File: src/rtl/csd_pkg.sv
// Shared types, sizes and helpers of the census stereo matcher.
package csd_pkg;

   localparam int WINDOW    = 7;
   localparam int CENTER    = (WINDOW - 1) / 2;
   localparam int LINES     = WINDOW - 1;
   localparam int CODE_W    = WINDOW * WINDOW - 1;
   localparam int COL_DEPTH = 1024;
   localparam int COL_W     = 10;
   localparam int ROW_W     = 12;
   localparam int MAX_DISP  = 64;
   localparam int HIST_AW   = $clog2(MAX_DISP);
   localparam int DISP_W    = 9;
   localparam int COST_W    = 9;
   localparam int NUM_LANES = 4;
   localparam logic [COST_W-1:0] COST_NONE = '1;

   typedef enum logic [1:0] {
      CSR_IMAGE_WIDTH  = 2'd0,
      CSR_IMAGE_HEIGHT = 2'd1,
      CSR_NUM_DISP     = 2'd2,
      CSR_MAX_COST     = 2'd3
   } csr_index_type;

   typedef struct packed {
      logic [7:0] left_pixel;
      logic [7:0] right_pixel;
      logic       frame_start;
   } req_type;

   typedef struct packed {
      logic [5:0]       disparity;
      logic [7:0]       best_cost;
      logic [ROW_W-1:0] out_row;
      logic [COL_W-1:0] out_col;
      logic             frame_end;
   } rsp_type;

   typedef struct packed {
      logic              init;
      logic              step;
      logic [DISP_W-1:0] base;
   } merge_ctrl_type;

   function automatic logic [COST_W-1:0] popcount(input logic [CODE_W-1:0] v);
      logic [COST_W-1:0] n;
      n = '0;
      for (int i = 0; i < CODE_W; i++) begin
         n = n + COST_W'(v[i]);
      end
      return n;
   endfunction

endpackage

File: src/rtl/csd_census.sv
// Window registers of one image and its census code.
module csd_census (
   input  logic                        clock,
   input  logic                        shift_en,
   input  logic [csd_pkg::WINDOW*8-1:0] column_in,
   output logic [csd_pkg::CODE_W-1:0]  code
);
   import csd_pkg::*;

   logic [7:0] win_ff [WINDOW][WINDOW];

   always_ff @(posedge clock) begin
      if (shift_en) begin
         for (int i = 0; i < WINDOW; i++) begin
            for (int j = 0; j < WINDOW - 1; j++) begin
               win_ff[i][j] <= win_ff[i][j+1];
            end
            win_ff[i][WINDOW-1] <= column_in[i*8 +: 8];
         end
      end
   end

   // row-major, center skipped; set when center < neighbor
   always_comb begin
      int pos;
      pos  = 0;
      code = '0;
      for (int i = 0; i < WINDOW; i++) begin
         for (int j = 0; j < WINDOW; j++) begin
            if (!(i == CENTER && j == CENTER)) begin
               code[pos] = (win_ff[CENTER][CENTER] < win_ff[i][j]);
               pos = pos + 1;
            end
         end
      end
   end

endmodule

File: config.mk
export PLATFORM = sky130hd
export DESIGN_NAME = csd_census
export DESIGN_NICKNAME = d
export VERILOG_FILES = /design/src/rtl/csd_pkg.sv /design/src/rtl/csd_census.sv
export SDC_FILE = /design/constraint.sdc
export NUM_CORES = 1
export LEC_CHECK = 0
export BUFFER_PORTS_ARGS = -buffer_cell sky130_fd_sc_hd__buf_2
export CORE_ASPECT_RATIO = 1.4
export CORE_MARGIN = 4
export CORE_UTILIZATION = 62
export CTS_BUF_LIST = sky130_fd_sc_hd__clkbuf_8 sky130_fd_sc_hd__clkbuf_16
export DETAILED_ROUTE_END_ITERATION = 12
export PLACE_DENSITY_LB_ADDON = 0.1
export SYNTH_ARGS = -nofsm -noshare
export SYNTH_HDL_FRONTEND = slang
export SYNTH_SLANG_ARGS = --single-unit
File: constraint.sdc
create_clock -name clock -period 2.4 [get_ports clock]
set_input_delay 0 -clock clock [delete_from_list [all_inputs] [get_ports clock]]
set_output_delay 0 -clock clock [all_outputs]
set_load 0.03 [all_outputs]
==> run metrics <==
outcome complete, but fails checks; failing checks negative setup slack; pre-CTS setup slack 0.412 ns; syn nets 2006; Pint 12.3 mW; Post-Route WL 37800 um; share of cells above drive strength 1 12.3%; Worst Hold Depth 2; sw frac 24.7%; family with the most delay on the worst path buffers and inverters; maximum clock insertion buffer count 3; IO Port Bufs 105; syn_area_per_cell roughly 13 um^2; RSZ-0062 raised after global routing yes; part of the power in registers 50.4%; Num CTS Buffers 39; pwr dens 686 mW/mm^2; most common cell in the netlist edfxtp_1; Slew headroom 67.0%; switching power 4.05 mW; fin. max-slew vios 0; FF-to-FF setup slack between 1 and 1.5 ns; vias per std cell 5.47; worst-margin pin slew 0.495 ns; Final WS setup -0.0165 ns; largest net degree at the start of global routing 71; initial antenna violation count 1; LEAKAGE approximately 11 nW; Final Power 16.3 mW; starting density of the core 63.4%; Top reg by flops win_ff; Post-Layout Inst Area 0.0238 mm^2; Top FF cell, synth edfxtp_1; Ports 106; cells after synthesis roughly 1600; clock tree sinks 392; clk_skew 0.0113 ns; Yosys reg bits 392; Via Count ~13000; area grow syn2layout 17.9%; CP required 2.40 ns; reg2reg end win_ff[3][36]$_DFFE_PP_; maximum VDD drop about 0.64 mV; worst path bufs/invs 3; Final Hold Vio Count 0; worst hold path type in2reg; final antenna-violating net count 0; GRT Residual Overflow 0; critical path's slowest cell edfxtp_1; fill cell count 2093; Async SR Flop Fraction 0%; die height between 200 and 250 um; core area 0.0319 mm^2; CP Max Fanout 18; first-pass GRT wire length 61000 um; Post-DP HPWL 24000 um; max_cap viols 0; DP Area 0.0215 mm^2; Clk Latency, worst-skew pair 0.53 ns; average wire per standard cell 16.4 um; slowest stage delay, CP 0.48 ns; R2R cell count 2; clock root buffer clkbuf_16; row count 77; Horiz. Die Dim 161 um; Hold Slack 0.178 ns; max reg flops a little under 400; sequential share of the synthesized area 58.3%; Total GRT Usage 21.0%; CTS H-tree depth 2; FF-to-FF Start win_ff[3][28]$_DFFE_PP_; die area 0.0356 mm^2; CP Cell Sequence buf_4 -> clkbuf_16 -> ha_1 -> a21oi_2 -> o211ai_1 -> a21oi_2 -> buf_4; Hold EP win_ff[0][2]$_DFFE_PP_; min-delay src column_in[2]; Crit Path Category reg2out; period utilisation layout 101%; Top Registers win_ff (392); drt drc 0; fmax a little over 0.4 GHz; EDFF count, synth 392; synth unique cells 20; top cells by count, synth edfxtp_1, ha_1, inv_1, a21oi_1, nand3_1; CP Launch Type flip-flop; DRT iter0 DRCs 611; Synth area leader edfxtp_1; top post-synthesis cells by area edfxtp_1, ha_1, inv_1, a21oi_1, nand3_1; Ys Warns 0; TritonCTS clock tree built; area fraction of the dominant cell type after synthesis 58.3%; clock power share 34.9%; Syn Std Cell Area 0.0202 mm^2; vias in the first global route 13200; min cycle time layout around 2.4 ns; final setup fails 1; Clock transition at path regs 0.06 ns; combinational group share of total power 14.8%; WP data arrival around 2.4 ns; Sum Neg Setup Slack -0.0165 ns; DRT Pass-1 Iters 5; Worst setup EP type output pin; Final GP Congestion 0.785; nets 2235
what timing repair did:
action | 4_1_cts | 5_1_grt
endpoints found under the setup margin | 22 | 32
cloned | 1 | 2
pin swaps | 1 | 6
setup buffers | 1 | 4
resized for setup | 20 | 75
hold buffers | 57 | 0
hold endpoints to repair | 104 | 0
metrics by stage:
stage / util (%) / std cells
floorplan: - / 1612
global placement: 67.5 / 2170
detailed placement: 67.5 / 2170
CTS: 73.3 / 2295
global route: 74.7 / 2301
finish: 74.7 / 2301
cell type report:
class | count | area, um^2 | area share [%]
flip-flops and latches | 392 | 11800 | 49.4
well taps | 434 | 543 | 2.28
clock inverters | 25 | 158 | 0.662
multi-input cells | 879 | 7430 | 31.2
clock buffers | 41 | 1030 | 4.31
diodes | 1 | 2.50 | 0.0105
inverters | 336 | 1260 | 5.29
repair buffers | 193 | 1640 | 6.87
cell families after synthesis:
group,after synthesis,share of synthesized area [%]
DFF,392,58.3
and+or+nand+nor,255,6.03
adders and majority gates,336,20.8
AOI/OAI and AO/OA,288,8.41
buffers and inverters,341,6.49
layer usage:
layer | track usage, % | share of wire [%] | vias to the layer above
li1 | - | - | 6214
met1 | 24.7 | 40 | 6051
met2 | 38.6 | 53 | 228
met3 | 3.25 | 3.5 | 87
met4 | 7.83 | 3.5 | 0
met5 | 0 | 0 | -
cell usage in the layout, fill, tap and decap left out, types with 12 or more instances in the layout:
cell type	n
edfxtp_1	392
inv_1	349
ha_1	320
a21oi_1	132
nand3_1	83
buf_2	75
nand2_1	74
dlygate4sd3_1	57
clkbuf_16	43
nor2_1	37
o211ai_1	37
nor2b_1	34
a21o_1	33
buf_4	31
o21ai_1	21
a21oi_2	16
o21ai_0	16
ha_4	16
buf_12	12
worst max path at each step:
stage,slack [ns],endpoint,startpoint,cells after the start
after floorplan,0.06,code[24],win_ff[3][30]$_DFFE_PP_,4
after global placement,0.52,code[31],win_ff[3][29]$_DFFE_PP_,6
after detailed placement,0.41,code[31],win_ff[3][31]$_DFFE_PP_,6
after CTS,-0.01,code[8],win_ff[3][28]$_DFFE_PP_,6
after global routing,-0.08,code[8],win_ff[3][28]$_DFFE_PP_,6
final,-0.02,code[35],win_ff[3][28]$_DFFE_PP_,7
power by group through the flow:
stage,clock network (mW),logic [mW],registers [mW]
after detailed placement,0,2.19,8.37
after floorplan,0,1.36,8.37
final,5.70,2.41,8.23
after global placement,0,2.05,8.35
after CTS,5.84,2.32,8.23
after global routing,6.13,2.73,8.27
(Power assumes the default switching activity.)
