File: src/rtl/csd_pkg.sv
// Shared types, sizes and helpers of the census stereo matcher.
package csd_pkg;

   localparam int WINDOW    = 7;
   localparam int CENTER    = (WINDOW - 1) / 2;
   localparam int LINES     = WINDOW - 1;
   localparam int CODE_W    = WINDOW * WINDOW - 1;
   localparam int COL_DEPTH = 1024;
   localparam int COL_W     = 10;
   localparam int ROW_W     = 12;
   localparam int MAX_DISP  = 64;
   localparam int HIST_AW   = $clog2(MAX_DISP);
   localparam int DISP_W    = 9;
   localparam int COST_W    = 9;
   localparam int NUM_LANES = 4;
   localparam logic [COST_W-1:0] COST_NONE = '1;

   typedef enum logic [1:0] {
      CSR_IMAGE_WIDTH  = 2'd0,
      CSR_IMAGE_HEIGHT = 2'd1,
      CSR_NUM_DISP     = 2'd2,
      CSR_MAX_COST     = 2'd3
   } csr_index_type;

   typedef struct packed {
      logic [7:0] left_pixel;
      logic [7:0] right_pixel;
      logic       frame_start;
   } req_type;

   typedef struct packed {
      logic [5:0]       disparity;
      logic [7:0]       best_cost;
      logic [ROW_W-1:0] out_row;
      logic [COL_W-1:0] out_col;
      logic             frame_end;
   } rsp_type;

   typedef struct packed {
      logic              init;
      logic              step;
      logic [DISP_W-1:0] base;
   } merge_ctrl_type;

   function automatic logic [COST_W-1:0] popcount(input logic [CODE_W-1:0] v);
      logic [COST_W-1:0] n;
      n = '0;
      for (int i = 0; i < CODE_W; i++) begin
         n = n + COST_W'(v[i]);
      end
      return n;
   endfunction

endpackage

File: src/rtl/csd_lane.sv
// One disparity lane: private copy of the right code history and a cost unit.
module csd_lane (
   input  logic                         clock,
   input  logic                         hist_we,
   input  logic [csd_pkg::HIST_AW-1:0]  hist_waddr,
   input  logic [csd_pkg::CODE_W-1:0]   hist_wdata,
   input  logic [csd_pkg::HIST_AW-1:0]  rd_addr,
   input  logic                         rd_active,
   input  logic                         rd_use_max,
   input  logic [csd_pkg::CODE_W-1:0]   left_code,
   input  logic [7:0]                   max_cost,
   output logic [csd_pkg::COST_W-1:0]   cost
);
   import csd_pkg::*;

   logic [CODE_W-1:0] hist_mem [MAX_DISP];
   logic [CODE_W-1:0] rd_data_ff;
   logic              active_ff;
   logic              use_max_ff;
   logic [COST_W-1:0] cost_ff;
   logic [COST_W-1:0] cost_in;

   always_ff @(posedge clock) begin
      if (hist_we) begin
         hist_mem[hist_waddr] <= hist_wdata;
      end
      rd_data_ff <= hist_mem[rd_addr];
      active_ff  <= rd_active;
      use_max_ff <= rd_use_max;
      cost_ff    <= cost_in;
   end

   always_comb begin
      if (!active_ff) begin
         cost_in = COST_NONE;
      end else if (use_max_ff) begin
         cost_in = {1'b0, max_cost};
      end else begin
         cost_in = popcount(left_code ^ rd_data_ff);
      end
   end

   assign cost = cost_ff;

endmodule

File: config.mk
export PLATFORM = sky130hd
export DESIGN_NAME = csd_lane
export DESIGN_NICKNAME = d
export VERILOG_FILES = /design/src/rtl/csd_pkg.sv /design/src/rtl/csd_lane.sv
export SDC_FILE = /design/constraint.sdc
export NUM_CORES = 2
export LEC_CHECK = 0
export BUFFER_PORTS_ARGS = -buffer_cell sky130_fd_sc_hd__buf_2
export CORE_MARGIN = 2
export CORE_UTILIZATION = 57
export DETAILED_ROUTE_END_ITERATION = 8
export PLACE_DENSITY_LB_ADDON = 0.3
export SYNTH_ARGS = -nofsm -noshare
export SYNTH_HDL_FRONTEND = slang
export SYNTH_SLANG_ARGS = --single-unit
File: constraint.sdc
create_clock -name clock -period 5.3 [get_ports clock]
set_clock_uncertainty 0.05 [all_clocks]
set_input_delay 0 -clock clock [delete_from_list [all_inputs] [get_ports clock]]
set_output_delay 0 -clock clock [all_outputs]
set_load 0.01 [all_outputs]
==> reports/results.txt <==
Post-Syn Nets -> 5449
Die area -> 213000 sq um
Ys Warns -> 0
Outcome -> complete, but fails checks
Drt wl/cell -> 40.2 microns
Vias in the first global route -> 61400
Mapped Cells -> 5280
Seq/Total Area, Yosys -> 78.2%
Worst rel slew slack -> 1.26%
Die height -> 462 microns
CP max FO -> 2
Final Cycle Share -> 111%
Count leader, synth -> edfxtp_1
Die width -> 462 microns
Cell Pwr Density -> 440 nW/um^2
Crit Path Class -> reg2reg
Initial antenna violation count -> 32
Initial DRC count -> 10900
Via count -> 62500
Ys flop type -> edfxtp_1
Inserted Clock Buffers -> 321
Fin worst setup slack -> -573 ps
Unique masters post-synth -> 49
Critical Path Max Stage Delay -> 640 ps
Largest net degree at the start of global routing -> 93
Cell area after synthesis -> 119000 sq um
Violated checks -> setup timing
RSZ-0062 raised after global routing -> true
Finished Core Util -> 64.9%
Clk_lat worst skew -> 980 ps
CP dominant cell by count -> fa_1
Core Box Area -> 209000 sq um
CTS tree -> yes
Num Clock Sinks -> 3131
Routed vias/inst -> 7.12
Maximum buffer depth of the clock tree -> 4
FMAX -> 170 MHz
DRC violations left -> 0
Max-slew violations -> 0
P_leak -> 42.5 nW
Port Buf Inserts -> 128
Final HPWL DP -> 194000 microns
Reg area -> 93400 sq um
Router iterations before antenna repair -> 6
Area delta synth->final -> 13.5%
Congestion Overflow GR -> 0
IO Count -> 129
First-pass GRT wire length -> 486000 microns
Final setup viols -> 5
Worst-path clk slew -> 60 ps
CP startpoint kind -> flop
H-tree lvl count -> 5
Std-Cell Rows -> 168
Initial core utilization -> 57.2%
Multi-input logic area -> 24800 sq um
Worst Setup End Kind -> flop
RePlAce Congestion -> 0.899
EDFF count, synth -> 3072
Worst-margin pin slew -> 1480 ps
Required @ worst endpoint -> 6030 ps
Endpoints failing hold -> 0
Crit-path slowest cell -> fa_2
Tot Pwr -> 59.7 mW
Synth top area share -> 77.2%
CP Data Arrival Time -> 6600 ps
Total length of routed wires -> 353000 microns
Synth area leaders -> edfxtp_1, mux4_2, dfxtp_1
FFs w/ async S/R, synth -> 0%
List of most frequent post-synthesis cells -> edfxtp_1, mux4_2, clkbuf_1
Share of cells above drive strength 1 -> 27.2%
#FFs+latches synth -> 3131
DP Worst Slack -> -597 ps
Nets -> 5906
Worst Hold Class -> in2reg
Antenna Violating Nets Remaining -> 0
Clock tree root driver cell -> clkbuf_16
Min cycle time layout -> 5870 ps
Overall Global Routing Usage -> 33.6%
Max-Cap Viols -> 0
Synth area leader -> edfxtp_1
Worst VDD drop -> 1.67 mV
FILL cells -> 13300
Syn avg cell area -> 22.6 sq um
Critical-path cell list -> xor2_1 -> buf_4 -> fa_1 -> fa_2 -> inv_2 -> fa_1 -> fa_1 -> inv_2 -> fa_1 -> inv_1 -> fa_1 -> inv_2 -> fa_1 -> ha_2 -> buf_4 -> buf_4 -> a21o_1 -> a21oi_2 -> buf_4 -> xnor2_2 -> o211ai_1
## through the flow
| step | setup TNS, ps | instance area [sq um] | std cells | hold WS (ps) |
|---|---|---|---|---|
| 6_report | -2380 | 136000 | 8790 | 193 |
| 5_1_grt | -3220 | 136000 | 8785 | 165 |
| 4_1_cts | -2130 | 136000 | 8777 | 93.7 |
| 3_5_place_dp | -2580 | 125000 | 8130 | 54.5 |
| 3_3_place_gp | -2380 | 125000 | 8130 | 52.2 |
| 2_1_floorplan | 0 | 119000 | 5280 | -22.3 |
## cell usage in the layout (no fill, tap or decap), types with 11 or more instances in the layout
master	n
nand2_1	111
nand4_1	85
bufinv_16	18
clkbuf_16	327
clkinv_2	43
dlygate4sd3_1	88
clkbuf_8	12
nor2_4	64
buf_12	49
o22ai_1	107
edfxtp_1	3072
buf_2	123
inv_1	40
and3_1	38
dfxtp_1	58
nor3_1	13
nand3_1	97
mux4_2	739
o21ai_0	11
buf_4	166
nor2b_1	48
clkbuf_1	66
diode_2	11
clkinv_1	65
a22oi_1	86
xor2_1	37
mux2i_1	87
o221ai_1	79
clkinvlp_4	14
inv_6	12
fa_1	37
nor2_1	11
a211oi_1	41
nand2b_1	12
mux2_2	13
## power by group
| part | internal [mW] | switching (mW) |
|---|---|---|
| registers | 27.5 | 0.121 |
| clock network | 12.3 | 9.24 |
| logic | 4.85 | 5.71 |
| total | 44.6 | 15.1 |
## critical path: cells and delay by family, from the launching register on
family | cells | cell delay (ps)
compound gates | 3 | 430
xor+xnor | 2 | 260
fa+ha+maj | 8 | 3890
buf+inv | 8 | 760
flops | 1 | 310
## kinds of logic (layout without fill, tap and decap cells)
family          after synthesis  after routing  share of synthesized area, %
simple gates                512            512                          2.18
xor+xnor                     51             51                         0.374
flops                      3131           3131                          78.2
buf+inv                     341           1035                          1.52
fa+ha+maj                    49             49                         0.758
mux                         839            839                          14.8
compound gates              357            357                          2.18
other cells                   0             11                             0
## sequential cells by signal, indices dropped and copies added (netlist names)
name and cells:
rd_data_ff 48, use_max_ff 1, hist_mem 3072, active_ff 1, cost 9
## layer usage
metal	up-vias	track usage, %	part of all wire, %
li1	23400	-	-
met1	32700	45.0	33
met2	5357	50.2	45
met3	1076	11.0	15
met4	22	16.2	6.2
met5	-	0.362	0.068
## cell type report
cell class                 count  share of cell area [%]
tap                         2805                    2.59
multi-input combinational   1808                    18.3
clock buffer                 405                    6.34
inverter                      44                   0.124
antenna                       11                  0.0203
sequential                  3131                    68.9
timing repair buffer         431                    2.81
clock inverter               155                   0.912
## timing repair
item | 4_1_cts | 5_1_grt
hold endpoints to repair | 3320 | 0
buffers inserted | 0 | 1
endpoints found under the setup margin | 6 | 6
gates resized for setup | 9 | 6
pin swaps | 3 | 7
hold buffers | 88 | 0
## final timing paths
| check | end | start | cells past startpoint | slack, ps |
|---|---|---|---|---|
| max | cost[3] | rd_data_ff[35] | 21 | -570 |
| min | active_ff | rd_active | 3 | 190 |
| max reg2reg | cost[3] | rd_data_ff[35] | 21 | -570 |
| min reg2reg | cost[8] | active_ff | 1 | 600 |
(Power assumes the default switching activity.)
