`src/rtl/csd_pkg.sv`:
```
// Shared types, sizes and helpers of the census stereo matcher.
package csd_pkg;

   localparam int WINDOW    = 7;
   localparam int CENTER    = (WINDOW - 1) / 2;
   localparam int LINES     = WINDOW - 1;
   localparam int CODE_W    = WINDOW * WINDOW - 1;
   localparam int COL_DEPTH = 1024;
   localparam int COL_W     = 10;
   localparam int ROW_W     = 12;
   localparam int MAX_DISP  = 64;
   localparam int HIST_AW   = $clog2(MAX_DISP);
   localparam int DISP_W    = 9;
   localparam int COST_W    = 9;
   localparam int NUM_LANES = 4;
   localparam logic [COST_W-1:0] COST_NONE = '1;

   typedef enum logic [1:0] {
      CSR_IMAGE_WIDTH  = 2'd0,
      CSR_IMAGE_HEIGHT = 2'd1,
      CSR_NUM_DISP     = 2'd2,
      CSR_MAX_COST     = 2'd3
   } csr_index_type;

   typedef struct packed {
      logic [7:0] left_pixel;
      logic [7:0] right_pixel;
      logic       frame_start;
   } req_type;

   typedef struct packed {
      logic [5:0]       disparity;
      logic [7:0]       best_cost;
      logic [ROW_W-1:0] out_row;
      logic [COL_W-1:0] out_col;
      logic             frame_end;
   } rsp_type;

   typedef struct packed {
      logic              init;
      logic              step;
      logic [DISP_W-1:0] base;
   } merge_ctrl_type;

   function automatic logic [COST_W-1:0] popcount(input logic [CODE_W-1:0] v);
      logic [COST_W-1:0] n;
      n = '0;
      for (int i = 0; i < CODE_W; i++) begin
         n = n + COST_W'(v[i]);
      end
      return n;
   endfunction

endpackage

```
`src/rtl/csd_merge.sv`:
```
// Merging stage: running first-minimum over the lane costs.
module csd_merge #(
   parameter int LANES = csd_pkg::NUM_LANES
) (
   input  logic                         clock,
   input  csd_pkg::merge_ctrl_type      ctrl,
   input  logic [csd_pkg::COST_W-1:0]   lane_cost [LANES],
   output logic [csd_pkg::COST_W-1:0]   best_cost,
   output logic [csd_pkg::DISP_W-1:0]   best_disp
);
   import csd_pkg::*;

   logic [COST_W-1:0] best_ff, best_in;
   logic [DISP_W-1:0] disp_ff, disp_in;

   always_comb begin
      best_in = ctrl.init ? COST_NONE : best_ff;
      disp_in = ctrl.init ? '0 : disp_ff;
      for (int k = 0; k < LANES; k++) begin
         if (lane_cost[k] < best_in) begin
            best_in = lane_cost[k];
            disp_in = ctrl.base + DISP_W'(k);
         end
      end
   end

   always_ff @(posedge clock) begin
      if (ctrl.step) begin
         best_ff <= best_in;
         disp_ff <= disp_in;
      end
   end

   assign best_cost = best_ff;
   assign best_disp = disp_ff;

endmodule

```
`config.mk`:
```
export PLATFORM = sky130hd
export DESIGN_NAME = csd_merge
export DESIGN_NICKNAME = d
export VERILOG_FILES = /design/src/rtl/csd_pkg.sv /design/src/rtl/csd_merge.sv
export SDC_FILE = /design/constraint.sdc
export NUM_CORES = 1
export LEC_CHECK = 0
export BUFFER_PORTS_ARGS = -buffer_cell sky130_fd_sc_hd__buf_2
export CORE_UTILIZATION = 35
export DETAILED_ROUTE_END_ITERATION = 7
export SETUP_SLACK_MARGIN = 0.2
export SLEW_MARGIN = 20
export SYNTH_ARGS = -nofsm -noshare
export SYNTH_HDL_FRONTEND = slang
export SYNTH_SLANG_ARGS = --single-unit
```
`constraint.sdc`:
```
create_clock -name clock -period 10.54 [get_ports clock]
set_input_delay 2.635 -clock clock [delete_from_list [all_inputs] [get_ports clock]]
set_output_delay 2.635 -clock clock [all_outputs]
set_load 0.005 [all_outputs]
```
==> impl_metrics.ini, run 1 <==
[status]
status = complete, no violations

[synth]
async_flop_share_pct = 0
syn_inst = 316
yosysSeqAreaShare_pct = 21.11
ys_ff_latch = 18
synth.net_count = 395
synth_ff_type = edfxtp_1
yosys.cell_types.count = 60
yosysTopAreaCell = edfxtp_1
synth.avg_cell_area_um2 = 8.101
synth-edff-count = 18
syn-cell-area_um2 = 2560
synth_top_area_share_pct = 21.11
synth_area_leaders = edfxtp_1 21%, ha_1 15%, nor2_1 5.0%, a21oi_1 4.5%, mux2i_1 4.3%
yosys_warnings = 0

[place]
place_congestion = 0.9075
post-place-ws_ns = 0.2481
hpwl_mm = 5.741
port_buffers = 65

[clock_network]
clk_pin_slew_ns = 0.06
cts_max_level = 1
clock_sinks = 18
cts_inserted_buffers = 3
clockBufferDepth = 2
cts_tree = yes
clk_latency_ns = 0.25
cts-root-buf = clkbuf_8
post_cts_buffers = 0

[floorplanning]
die_area_um2 = 7660
die_h_um = 87.52
core-area_um2 = 6944
core.rowCount = 30
ios = 66
start_util_pct = 36.86
die_w_um = 87.52

[setup_path]
max_stage_delay_ns = 0.40
cp.arrival_ns = 9.85
crit_type = input port to flop
cp_slowest_cell = mux2_2
cp_max_fo = 24
reg2reg_setup_slack_ns = 3.02
critPathLaunchType = input port
end_kind = flop
rr_worst_depth = 34
worstPathRequired_ns = 10.62
r2r_start = best_cost[4]
reg2reg_to = best_disp[4]
crit_top_cell = ha_1

[detailed_routing]
ant_nets = 0
drt_iter0_markers = 171
via_count = 2531
dr.pass1.iters = 4
wl_per_cell_um = 14.67
drc = 0
drt-total-wl_mm = 6.893
vias_per_cell = 5.385

[timing]
clock_skew_ns = 0.001184
worst_pin_slew_ns = 0.6018
fin_crit_sh_pct = 92.64
relSlewSlack_pct = 59.88
slew_viol_final = 0
setup_violations = 0
rsz0062_at_grt = no
tns_ns = 0
timing.fmax_mhz = 102.4
finalCriticalPeriod_ns = 9.764
hold_violations = 0
fin_ws_ns = 0.7758

[power]
p_per_area_nw_per_um2 = 160.4
ir_worst_vdd_mv = 0.05088
leakagePower_nw = 1.386

[cells_and_area]
mostFrequentLayoutCells = 65 x buf_2, 34 x nor2_1, 31 x ha_1
final_common_cell = buf_2
drive_gt1_share_pct = 27.01
antennaDiodeCount = 0
nNetsFinal = 455
num-fill-cells = 707
synthToLayoutAreaGrowth_pct = 17.99
final_util_pct = 43.50

[worst_hold_path]
min_path_type = flop to flop
hold_end = best_cost[1]
hold_path_depth = 5
worstHoldStart = best_cost[1]

[global_route]
grt_overflow = 0
grt.total_usage_pct = 18.37
grt_max_degree = 25
grt_pass1_wl_mm = 11.12
grt_pass1_vias = 2241
antenna_found_initial = 0

[job]
drv_cap = 0
-- cell usage after synthesis, types with 3 or more instances --
cell type  number
o21ai_1        10
xor2_1          3
o211ai_1        3
o22ai_1         3
o2111ai_1       3
nand2_1        27
and2_1          3
nor2_1         34
inv_1          24
nand4_1         6
or2_2           3
nor3_1          7
a21o_1          6
a31oi_1         4
ha_1           31
mux2_2          8
buf_2           3
nand2b_1        4
a21oi_1        23
edfxtp_1       18
o21ai_0        17
mux2i_1        11
nand3_1         5
clkbuf_1        9
-- worst max-delay path: cells and delay by family --
kind                       cells  cell delay [ns]
and+or+nand+nor                9             1.61
adders and majority gates      4             0.99
muxes                          3             0.97
AOI/OAI and AO/OA             15             2.99
buffers and inverters          5             0.63
-- state kept, by name, summed over array words and instances (netlist names) --
register and count:
best_cost 9, best_disp 9
-- logic make-up (layout without fill, tap and decap cells) --
kind of cell    after synthesis  after routing  share of synthesized area, %
flops                        18             18                         21.11
xor+xnor                      4              4                         1.369
mux                          22             22                         9.873
compound gates              101            101                         27.37
buf+inv                      40             98                         6.891
simple gates                100            100                         18.23
fa+ha+maj                    31             31                         15.15
-- metal layers --
metal / global-route usage, % / share of wire [%] / vias to the layer above
met5: 0 / 0 / -
met1: 28.23 / 51 / 1136
met4: 4.173 / 0.84 / 0
met2: 26.99 / 41 / 96
met3: 2.370 / 6.7 / 6
li1: - / - / 1293
-- stage by stage --
| stage | instance area, um^2 | power (mW) | hold slack [ns] | instances |
|---|---|---|---|---|
| floorplan | 2560 | 0.3472 | 0.9968 | 316 |
| detailed placement | 2964 | 0.4353 | 1.130 | 467 |
| CTS | 3005 | 0.4814 | 1.141 | 470 |
| global route | 3020 | 0.5265 | 1.200 | 470 |
| finish | 3020 | 0.4843 | 1.126 | 470 |
| global placement | 2964 | 0.4338 | 1.121 | 467 |
-- layout make-up --
type	instances	area [um^2]	area share, %
multi-input cells	258	1858	61.52
well taps	96	120.1	3.977
clock buffers	3	41.29	1.367
inverters	24	90.09	2.983
repair buffers	71	370.4	12.26
flip-flops and latches	18	540.5	17.90
-- worst max-delay path by stage --
stage	end	cells past startpoint	slack (ns)	start
detailed placement	best_disp[5]	35	0.25	ctrl[10]
global placement	best_disp[5]	36	0.31	ctrl[10]
global route	best_disp[7]	36	0.22	ctrl[10]
floorplan	best_disp[0]	38	0.85	ctrl[10]
CTS	best_disp[1]	35	0.47	ctrl[10]
finish	best_disp[4]	36	0.78	ctrl[10]
-- power breakdown --
group | switching, mW | internal, mW
registers | 0.0111 | 0.108
logic | 0.184 | 0.136
clock network | 0.0202 | 0.0253
-- what timing repair did --
action	CTS	global route
hold buffers	0	0
resized for setup	0	5
setup endpoints to repair	0	27
No activity file was read; power rests on OpenSTA's default activity.
==> run 2: changes to the inputs <==
- ABC_CLOCK_PERIOD_IN_PS: default -> 10540
- BUFFER_PORTS_ARGS: -buffer_cell sky130_fd_sc_hd__buf_2 -> -buffer_cell sky130_fd_sc_hd__buf_4
==> run 2 against run 1 <==
  * Hold slack improved by 0.021 ns
  * Global-route usage increased by 0.65 points
  * Clock power increased by 11%
  * Clock-buffer cell count unchanged
  * Non-clock buffer count decreased by 1
  * Critical path type unchanged
==> impl_metrics.ini, run 2 (same netlist as run 1, synthesis figures left out) <==
[timing]
fin_ws_ns = 0.7743
tns_ns = 0
finalCriticalPeriod_ns = 9.766
worst_pin_slew_ns = 0.5762
setup_violations = 0
fin_crit_sh_pct = 92.65
rsz0062_at_grt = no
relSlewSlack_pct = 61.59
hold_violations = 0
clock_skew_ns = 0.01688
slew_viol_final = 0
timing.fmax_mhz = 102.4

[global_route]
grt_pass1_vias = 2329
grt_overflow = 0
grt.total_usage_pct = 19.01
grt_max_degree = 25
antenna_found_initial = 0
grt_pass1_wl_mm = 11.36

[place]
post-place-ws_ns = 0.06688
hpwl_mm = 5.905
place_congestion = 0.8648
port_buffers = 65

[setup_path]
cp_slowest_cell = or2_2
end_kind = flop
cp.arrival_ns = 9.86
critPathLaunchType = input port
critPathBufInv = 5
cp_max_fo = 13
crit_top_cell = ha_1
reg2reg_setup_slack_ns = 2.93
r2r_start = best_cost[4]
crit_type = input port to flop
crit_family = compound AO/OA/AOI/OAI gates
reg2reg_to = best_disp[4]
worstPathRequired_ns = 10.63
worst-path-stages = 36
max_stage_delay_ns = 0.38
rr_worst_depth = 34

[detailed_routing]
vias_per_cell = 5.464
via_count = 2579
drc = 0
drt-total-wl_mm = 7.282
ant_nets = 0
dr.pass1.iters = 4
drt_iter0_markers = 189
wl_per_cell_um = 15.43

[floorplanning]
core.rowCount = 30
start_util_pct = 36.86
die_h_um = 87.52
die_area_um2 = 7660
die_w_um = 87.52
core-area_um2 = 6944
ios = 66

[cells_and_area]
final_common_cell = buf_4
nNetsFinal = 456
drive_gt1_share_pct = 27.13
synthToLayoutAreaGrowth_pct = 24.54
mostFrequentLayoutCells = 70 x buf_4, 34 x nor2_1, 31 x ha_1
antennaDiodeCount = 0
final_util_pct = 45.91

[status]
status = complete, no violations

[clock_network]
cts_tree = yes
clock_sinks = 18
clockBufferDepth = 2
cts_max_level = 1
cts-root-buf = clkbuf_8
clk_latency_ns = 0.26
cts_inserted_buffers = 3
clk_pin_slew_ns = 0.08

[worst_hold_path]
worstHoldStart = best_cost[6]
hold_path_depth = 5
min_path_type = flop to flop
hold_end = best_cost[6]

[job]
drv_cap = 0

[power]
leakagePower_nw = 1.447
ir_worst_vdd_mv = 0.05744
p_per_area_nw_per_um2 = 157.7
==> run 2: cell types whose count changed in the layout (fill, tap and decap cells not counted), sizes merged <==
cell | previous run | this run
clkinv | 0 | 1
buf | 71 | 70
or2 | 4 | 5
a211o | 1 | 2
==> run 2: power by group <==
| group | internal [mW] | total, mW | switching (mW) |
|---|---|---|---|
| registers | 0.108 | 0.119 | 0.0108 |
| logic | 0.148 | 0.333 | 0.186 |
| clock network | 0.0259 | 0.0505 | 0.0246 |
| total | 0.281 | 0.503 | 0.221 |
==> run 2: final cells by class <==
type	count	area, um^2
Inverter	24	90.09
Timing Repair Buffer	70	525.5
Tap cell	96	120.1
Fill cell	677	3756
Sequential cell	18	540.5
Clock inverter	1	3.754
Multi-Input combinational cell	260	1867
Clock buffer	3	41.29
==> run 2: worst reg2reg max path: cells and delay by family, from the launching register on <==
family	cells	cell delay [ns]
AO/OA/AOI/OAI	14	2.91
adder cells (fa/ha/maj)	4	1.07
buffers and inverters	4	0.41
flip-flops	1	0.41
multiplexers	3	0.98
AND/OR/NAND/NOR	9	1.69
==> run 2: how the worst max path moves through the flow <==
stage          startpoint      endpoint
3_5_place_dp     ctrl[10]  best_disp[7]
4_1_cts          ctrl[10]  best_disp[8]
2_1_floorplan    ctrl[10]  best_disp[0]
6_report         ctrl[10]  best_disp[4]
3_3_place_gp     ctrl[10]  best_disp[8]
5_1_grt          ctrl[10]  best_disp[4]
==> run 2: timing repair <==
item	in CTS	in global routing
gates resized for setup	0	4
setup endpoints to repair	0	27
hold buffers	0	0
setup buffers	0	1
==> run 2: stage by stage <==
step | instance area, um^2 | total power [mW] | hold slack, ns | instances
2_1_floorplan | 2560 | 0.3472 | 0.9968 | 316
3_3_place_gp | 3112 | 0.4420 | 1.117 | 465
3_5_place_dp | 3112 | 0.4448 | 1.128 | 465
4_1_cts | 3157 | 0.4969 | 1.140 | 469
5_1_grt | 3188 | 0.5458 | 1.210 | 472
6_report | 3188 | 0.5026 | 1.147 | 472
==> run 2: per-layer routing <==
layer	vias up	share of wire (%)	GRT usage, %
li1	1304	-	-
met1	1184	50	27.95
met2	78	44	28.98
met3	13	4.4	1.991
met4	0	1.8	6.110
met5	-	0	0
